$ cat config.mk
export PLATFORM = sky130hd
export DESIGN_NAME = atpc_ctrl
export DESIGN_NICKNAME = d
export VERILOG_FILES = /design/src/design/atpc_pkg.sv /design/src/design/atpc_ctrl.sv
export SDC_FILE = /design/constraint.sdc
export NUM_CORES = 1
export LEC_CHECK = 0
export ABC_AREA = 1
export ABC_CLOCK_PERIOD_IN_PS = 1900
export BUFFER_PORTS_ARGS = -buffer_cell sky130_fd_sc_hd__buf_2
export CORE_UTILIZATION = 25
export CTS_BUF_LIST = sky130_fd_sc_hd__clkbuf_4
export DETAILED_ROUTE_END_ITERATION = 10
export PLACE_DENSITY = 0.46
export SYNTH_ARGS = -nofsm -noshare
export SYNTH_HDL_FRONTEND = slang
export SYNTH_SLANG_ARGS = --single-unit
$ cat constraint.sdc
create_clock -name clk -period 1.9 [get_ports clk]
set_clock_uncertainty 0.15 [all_clocks]
set_input_delay 0.475 -clock clk [delete_from_list [all_inputs] [get_ports clk]]
set_output_delay 0.475 -clock clk [all_outputs]
set_load 0.01 [all_outputs]
$ cat src/design/atpc_pkg.sv
package atpc_pkg;

  localparam int SENSOR_BITS_DEF = 12;

  localparam int ZERO_W     = 12;
  localparam int SCALE_W    = 24;
  localparam int TICK_W     = 16;
  localparam int GAIN_W     = 16;
  localparam int LIMIT_W    = 15;
  localparam int DELTA_W    = 16;
  localparam int CFG_DATA_W = 24;
  localparam int CFG_IDX_W  = 3;

  localparam int TURN_W  = 16;
  localparam int COUNT_W = 32;
  localparam int ANGLE_W = 40;
  localparam int ERR_W   = 41;
  localparam int DERIV_W = 42;
  localparam int INTEG_W = 48;

  localparam int MUL_A_W = 33;
  localparam int MUL_B_W = 25;
  localparam int PROD_W  = MUL_A_W + MUL_B_W;
  localparam int ACC_W   = 66;
  localparam int CHUNK_W = 24;

  localparam int DEG_FULL_TURN = 360;

  localparam int OUT_W = ((1 + LIMIT_W + 2 * ANGLE_W + 7) / 8) * 8;

  localparam logic [ZERO_W-1:0]  ZERO_POSITION_RST = ZERO_W'(0);
  localparam logic [SCALE_W-1:0] MOTOR_SCALE_RST   = SCALE_W'(28598);
  localparam logic [TICK_W-1:0]  TICK_SECONDS_RST  = TICK_W'(131);
  localparam logic [GAIN_W-1:0]  GAIN_P_RST        = GAIN_W'(768);
  localparam logic [GAIN_W-1:0]  GAIN_I_RST        = GAIN_W'(128);
  localparam logic [GAIN_W-1:0]  GAIN_D_RST        = GAIN_W'(0);
  localparam logic [LIMIT_W-1:0] DRIVE_LIMIT_RST   = LIMIT_W'(1000);

  typedef enum logic [CFG_IDX_W-1:0] {
    CFG_ZERO_POSITION = 3'd0,
    CFG_MOTOR_SCALE   = 3'd1,
    CFG_TICK_SECONDS  = 3'd2,
    CFG_GAIN_P        = 3'd3,
    CFG_GAIN_I        = 3'd4,
    CFG_GAIN_D        = 3'd5,
    CFG_DRIVE_LIMIT   = 3'd6
  } cfg_index_t;

  typedef struct packed {
    logic [ZERO_W-1:0]  zero_position;
    logic [SCALE_W-1:0] motor_scale;
    logic [TICK_W-1:0]  tick_seconds;
    logic [GAIN_W-1:0]  gain_p;
    logic [GAIN_W-1:0]  gain_i;
    logic [GAIN_W-1:0]  gain_d;
    logic [LIMIT_W-1:0] drive_limit;
  } cfg_t;

  typedef enum logic [3:0] {
    MUL_NONE,
    MUL_TARGET,
    MUL_MEASURED,
    MUL_ERR_LO_T,
    MUL_ERR_HI_T,
    MUL_ERR_LO_P,
    MUL_ERR_HI_P,
    MUL_DER_LO,
    MUL_DER_HI,
    MUL_INT_LO,
    MUL_INT_HI
  } mul_sel_t;

  typedef enum logic [1:0] {
    ACC_HOLD,
    ACC_LOAD,
    ACC_ADD,
    ACC_ADD_HI
  } acc_op_t;

  typedef struct packed {
    logic     ld_item;
    logic     ld_target;
    logic     ld_measured;
    logic     ld_err;
    logic     ld_deriv;
    logic     ld_integral;
    logic     ld_out;
    mul_sel_t mul_sel;
    acc_op_t  acc_op;
  } dp_cmd_t;

endpackage

$ cat src/design/atpc_ctrl.sv
module atpc_ctrl (
  input  logic              clk,
  input  logic              rst,
  input  logic              in_valid,
  output logic              in_ready,
  output logic              out_valid,
  input  logic              out_ready,
  output atpc_pkg::dp_cmd_t cmd
);
  import atpc_pkg::*;

  typedef enum logic [3:0] {
    S_IDLE,
    S_TMUL,
    S_MMUL,
    S_MEAS,
    S_ERR,
    S_DERIV,
    S_I_HI,
    S_I_ACC,
    S_INTEG,
    S_D_LO,
    S_D_HI,
    S_G_LO,
    S_G_HI,
    S_G_ACC,
    S_OUT
  } state_t;

  state_t state;
  state_t state_next;
  logic   out_free;

  assign in_ready = (state == S_IDLE);
  assign out_free = !out_valid || out_ready;

  always_comb begin
    cmd        = '0;
    state_next = state;
    case (state)
      S_IDLE: begin
        if (in_valid) begin
          cmd.ld_item = 1'b1;
          state_next  = S_TMUL;
        end
      end
      S_TMUL: begin
        cmd.mul_sel = MUL_TARGET;
        state_next  = S_MMUL;
      end
      S_MMUL: begin
        cmd.ld_target = 1'b1;
        cmd.mul_sel   = MUL_MEASURED;
        state_next    = S_MEAS;
      end
      S_MEAS: begin
        cmd.ld_measured = 1'b1;
        state_next      = S_ERR;
      end
      S_ERR: begin
        cmd.ld_err = 1'b1;
        state_next = S_DERIV;
      end
      S_DERIV: begin
        cmd.ld_deriv = 1'b1;
        cmd.mul_sel  = MUL_ERR_LO_T;
        state_next   = S_I_HI;
      end
      S_I_HI: begin
        cmd.acc_op  = ACC_LOAD;
        cmd.mul_sel = MUL_ERR_HI_T;
        state_next  = S_I_ACC;
      end
      S_I_ACC: begin
        cmd.acc_op  = ACC_ADD_HI;
        cmd.mul_sel = MUL_ERR_LO_P;
        state_next  = S_INTEG;
      end
      S_INTEG: begin
        cmd.ld_integral = 1'b1;
        cmd.acc_op      = ACC_LOAD;
        cmd.mul_sel     = MUL_ERR_HI_P;
        state_next      = S_D_LO;
      end
      S_D_LO: begin
        cmd.acc_op  = ACC_ADD_HI;
        cmd.mul_sel = MUL_DER_LO;
        state_next  = S_D_HI;
      end
      S_D_HI: begin
        cmd.acc_op  = ACC_ADD;
        cmd.mul_sel = MUL_DER_HI;
        state_next  = S_G_LO;
      end
      S_G_LO: begin
        cmd.acc_op  = ACC_ADD_HI;
        cmd.mul_sel = MUL_INT_LO;
        state_next  = S_G_HI;
      end
      S_G_HI: begin
        cmd.acc_op  = ACC_ADD;
        cmd.mul_sel = MUL_INT_HI;
        state_next  = S_G_ACC;
      end
      S_G_ACC: begin
        cmd.acc_op = ACC_ADD_HI;
        state_next = S_OUT;
      end
      S_OUT: begin
        if (out_free) begin
          cmd.ld_out = 1'b1;
          state_next = S_IDLE;
        end
      end
      default: state_next = S_IDLE;
    endcase
  end

  always_ff @(posedge clk) begin
    if (rst) begin
      state     <= S_IDLE;
      out_valid <= 1'b0;
    end else begin
      state <= state_next;
      if (cmd.ld_out) begin
        out_valid <= 1'b1;
      end else if (out_ready) begin
        out_valid <= 1'b0;
      end
    end
  end

endmodule

==> flow_metrics.env <==
export IMPL_synth_fp_nets=71
export IMPL_viasPerCell=4.462
export IMPL_highest_layer="met3"
export IMPL_async_reset_ff_frac=0
export IMPL_met2WireLength_microns=447
export IMPL_slew_viol_final=0
export IMPL_swShare=0.3214
export IMPL_drcViolationCount=0
export IMPL_setup_ws_ns=0.07178
export IMPL_synth_area_sq_um=412.9
export IMPL_area_delta_synth_final_pct=44.55
export IMPL_start_kind="flop"
export IMPL_worstPathMaxFanout=6
export IMPL_critical_path_max_stage_delay_ns=0.40
export IMPL_final_area_sq_um=596.8
export IMPL_combPwrFrac=0.270
export IMPL_dp_hpwl_microns=822.5
export IMPL_worst_pin_slew_ns=0.2043
export IMPL_arrival_ns=1.20
export IMPL_hold_slack_ns=0.2783
export IMPL_fin_total_pwr_uw=355.2
export IMPL_utilization=0.3916
export IMPL_postSynthAreaPerCell_sq_um=6.163
export IMPL_start_util=0.2709
export IMPL_antenna_found_initial=0
export IMPL_leakage_uw=0.0003346
export IMPL_grt_usage=0.1145
export IMPL_ys_dominant_reg_cell="dfxtp_1"
export IMPL_share_seq_of_total_power=0.347
export IMPL_path_delay_family="flip-flops"
export IMPL_die_area_sq_um=1818
export IMPL_fillers=170
export IMPL_rsz0062_at_grt="true"
export IMPL_crit_buf_inv=3
export IMPL_cts_sinks=5
export IMPL_gp_congestion=0.8068
export IMPL_synth_cell_types=20
export IMPL_crit_type="flop to output pin"
export IMPL_grt_remaining_overflow=0
export IMPL_dr_pass1_iters=3
export IMPL_path_cells="inv_2, nor2_4, inv_2, o21ai_2, nand2_1, nand2_1, buf_2"
export IMPL_crit_slowest_cell="dfxtp_4"
export IMPL_synthCells=67
export IMPL_grt_pass1_vias=421
export IMPL_place_ws_ns=0.1859
export IMPL_grt_start_max_net_pins=8
export IMPL_powerDensity_nw_per_um2=595.1
export IMPL_clkPwrFrac=0.383
export IMPL_vias=473
export IMPL_ant_nets=0
export IMPL_relSlewSlack=0.8624
export IMPL_finalNetCount=95
export IMPL_place_area_sq_um=530.5
export IMPL_clock_path_buffers=2
export IMPL_fmax_mhz=547.0
export IMPL_yosysWarnings=0
export IMPL_grt_pass1_wl_microns=1628
export IMPL_insertion_delay_ns=0.24
export IMPL_pin_count=19
export IMPL_root_buffer="clkbuf_4"
export IMPL_totalWireLength_microns=980
export IMPL_setup_viol=0
export IMPL_numCtsBuffers=3
export IMPL_wl_met1_microns=482
export IMPL_p_int_uw=241.0
export IMPL_post_route_period_util=0.9622
export IMPL_routedWlPerCell_microns=9.245
export IMPL_placement_io_buffers=18
export IMPL_die_h_microns=42.64
export IMPL_first_iter_violations=14
export IMPL_min_period_ns=1.828
export IMPL_synth_seq_cells=5
export IMPL_fp_dieW_microns=42.64
export IMPL_htreeDepth=1
export IMPL_wl_met3_microns=50
export IMPL_postCtsHoldBufs=0
export IMPL_ys_seq_area_frac=0.2424
export IMPL_layout_drive_gt1_share=0.5111
export IMPL_end_kind="output pin"
export IMPL_path_clk_slew_ns=0.04
export IMPL_cts_tree="done"
export IMPL_peakVddDrop_uv=223.1
export IMPL_diodes=0
export IMPL_hold_viol=0
export IMPL_coreArea_sq_um=1524
export IMPL_rows=14
export IMPL_p_sw_uw=114.1
export IMPL_hp_class="primary input to flop"
export IMPL_synth_edf_count=0
export IMPL_required_ns=1.27
export IMPL_maxCapViolations=0
export IMPL_status="finished clean"
[flip-flops by register name, summed over array words and instances, names as in the netlist]
| register | flops |
|---|---|
| state | 4 |
| out_valid | 1 |
[per-stage QoR]
step                 TNS, ns  instances
floorplan                  0         67
global placement           0        102
detailed placement         0        102
CTS                 -0.02356        106
global route        -0.02073        106
finish                     0        106
[synth_stat cells, types with 2 or more instances]
cell type | count | area (sq um)
nor2_1 | 14 | 52.55
nand2_1 | 12 | 45.04
inv_1 | 10 | 37.54
dfxtp_1 | 5 | 100.1
a21oi_1 | 4 | 20.02
inv_2 | 4 | 15.01
nand2_2 | 2 | 12.51
nand3_1 | 2 | 10.01
nor3_1 | 2 | 10.01
o21ai_0 | 2 | 10.01
[power by group through the flow]
| stage | logic (uW) | clock network [uW] | registers, uW |
|---|---|---|---|
| after floorplan | 57.6 | 0 | 123 |
| after global placement | 94.4 | 0 | 124 |
| after detailed placement | 92.6 | 0 | 124 |
| after CTS | 92.8 | 144 | 123 |
| after global routing | 104 | 149 | 125 |
| final | 95.8 | 136 | 123 |
[routing by layer]
metal,up-vias,global-route usage
met3,0,0.01293
met1,206,0.1567
met5,-,0
met4,0,0.07500
met2,10,0.1667
li1,257,-
[cell type report]
class | count | area [sq um] | share of cell area
Inverter | 14 | 52.55 | 0.08805
Clock buffer | 4 | 30.03 | 0.05031
Sequential cell | 5 | 112.6 | 0.1887
Tap cell | 16 | 20.02 | 0.03354
Multi-Input combinational cell | 48 | 284.0 | 0.4759
Timing Repair Buffer | 19 | 97.59 | 0.1635
[cell families (layout without fill, tap and decap cells)]
group,count (synthesis),in the layout,synth area share
simple gates,38,38,0.4879
compound gates,10,10,0.1424
flops,5,5,0.2424
buf+inv,14,37,0.1273
[final timing paths]
kind / startpoint / end / slack [ns] / cells after the start
max reg2reg: state[1] / state[0] / 0.76 / 5
min: rst / state[1] / 0.28 / 2
min reg2reg: state[0] / state[0] / 0.47 / 3
max: state[2] / cmd[0] / 0.07 / 7
[cells in the final DEF, fill, tap and decap left out, types with 2 or more instances in the layout]
cell      Yosys  final
a21oi_1       4      3
nor3_1        2      2
o21ai_0       2      2
nand2_2       2      3
nand3_1       2      2
nor2_2        1      2
dfxtp_4       0      3
buf_2         0     18
clkbuf_4      0      4
inv_1        10      8
nand2_1      12     11
nor2_4        1      3
inv_2         4      6
nor2_1       14     11
[timing repair]
action / CTS / global route
setup buffers: 0 / 0
setup endpoints to repair: 4 / 7
pin swaps: 0 / 1
resized for setup: 2 / 14
Power figures use the tool's default switching activity.
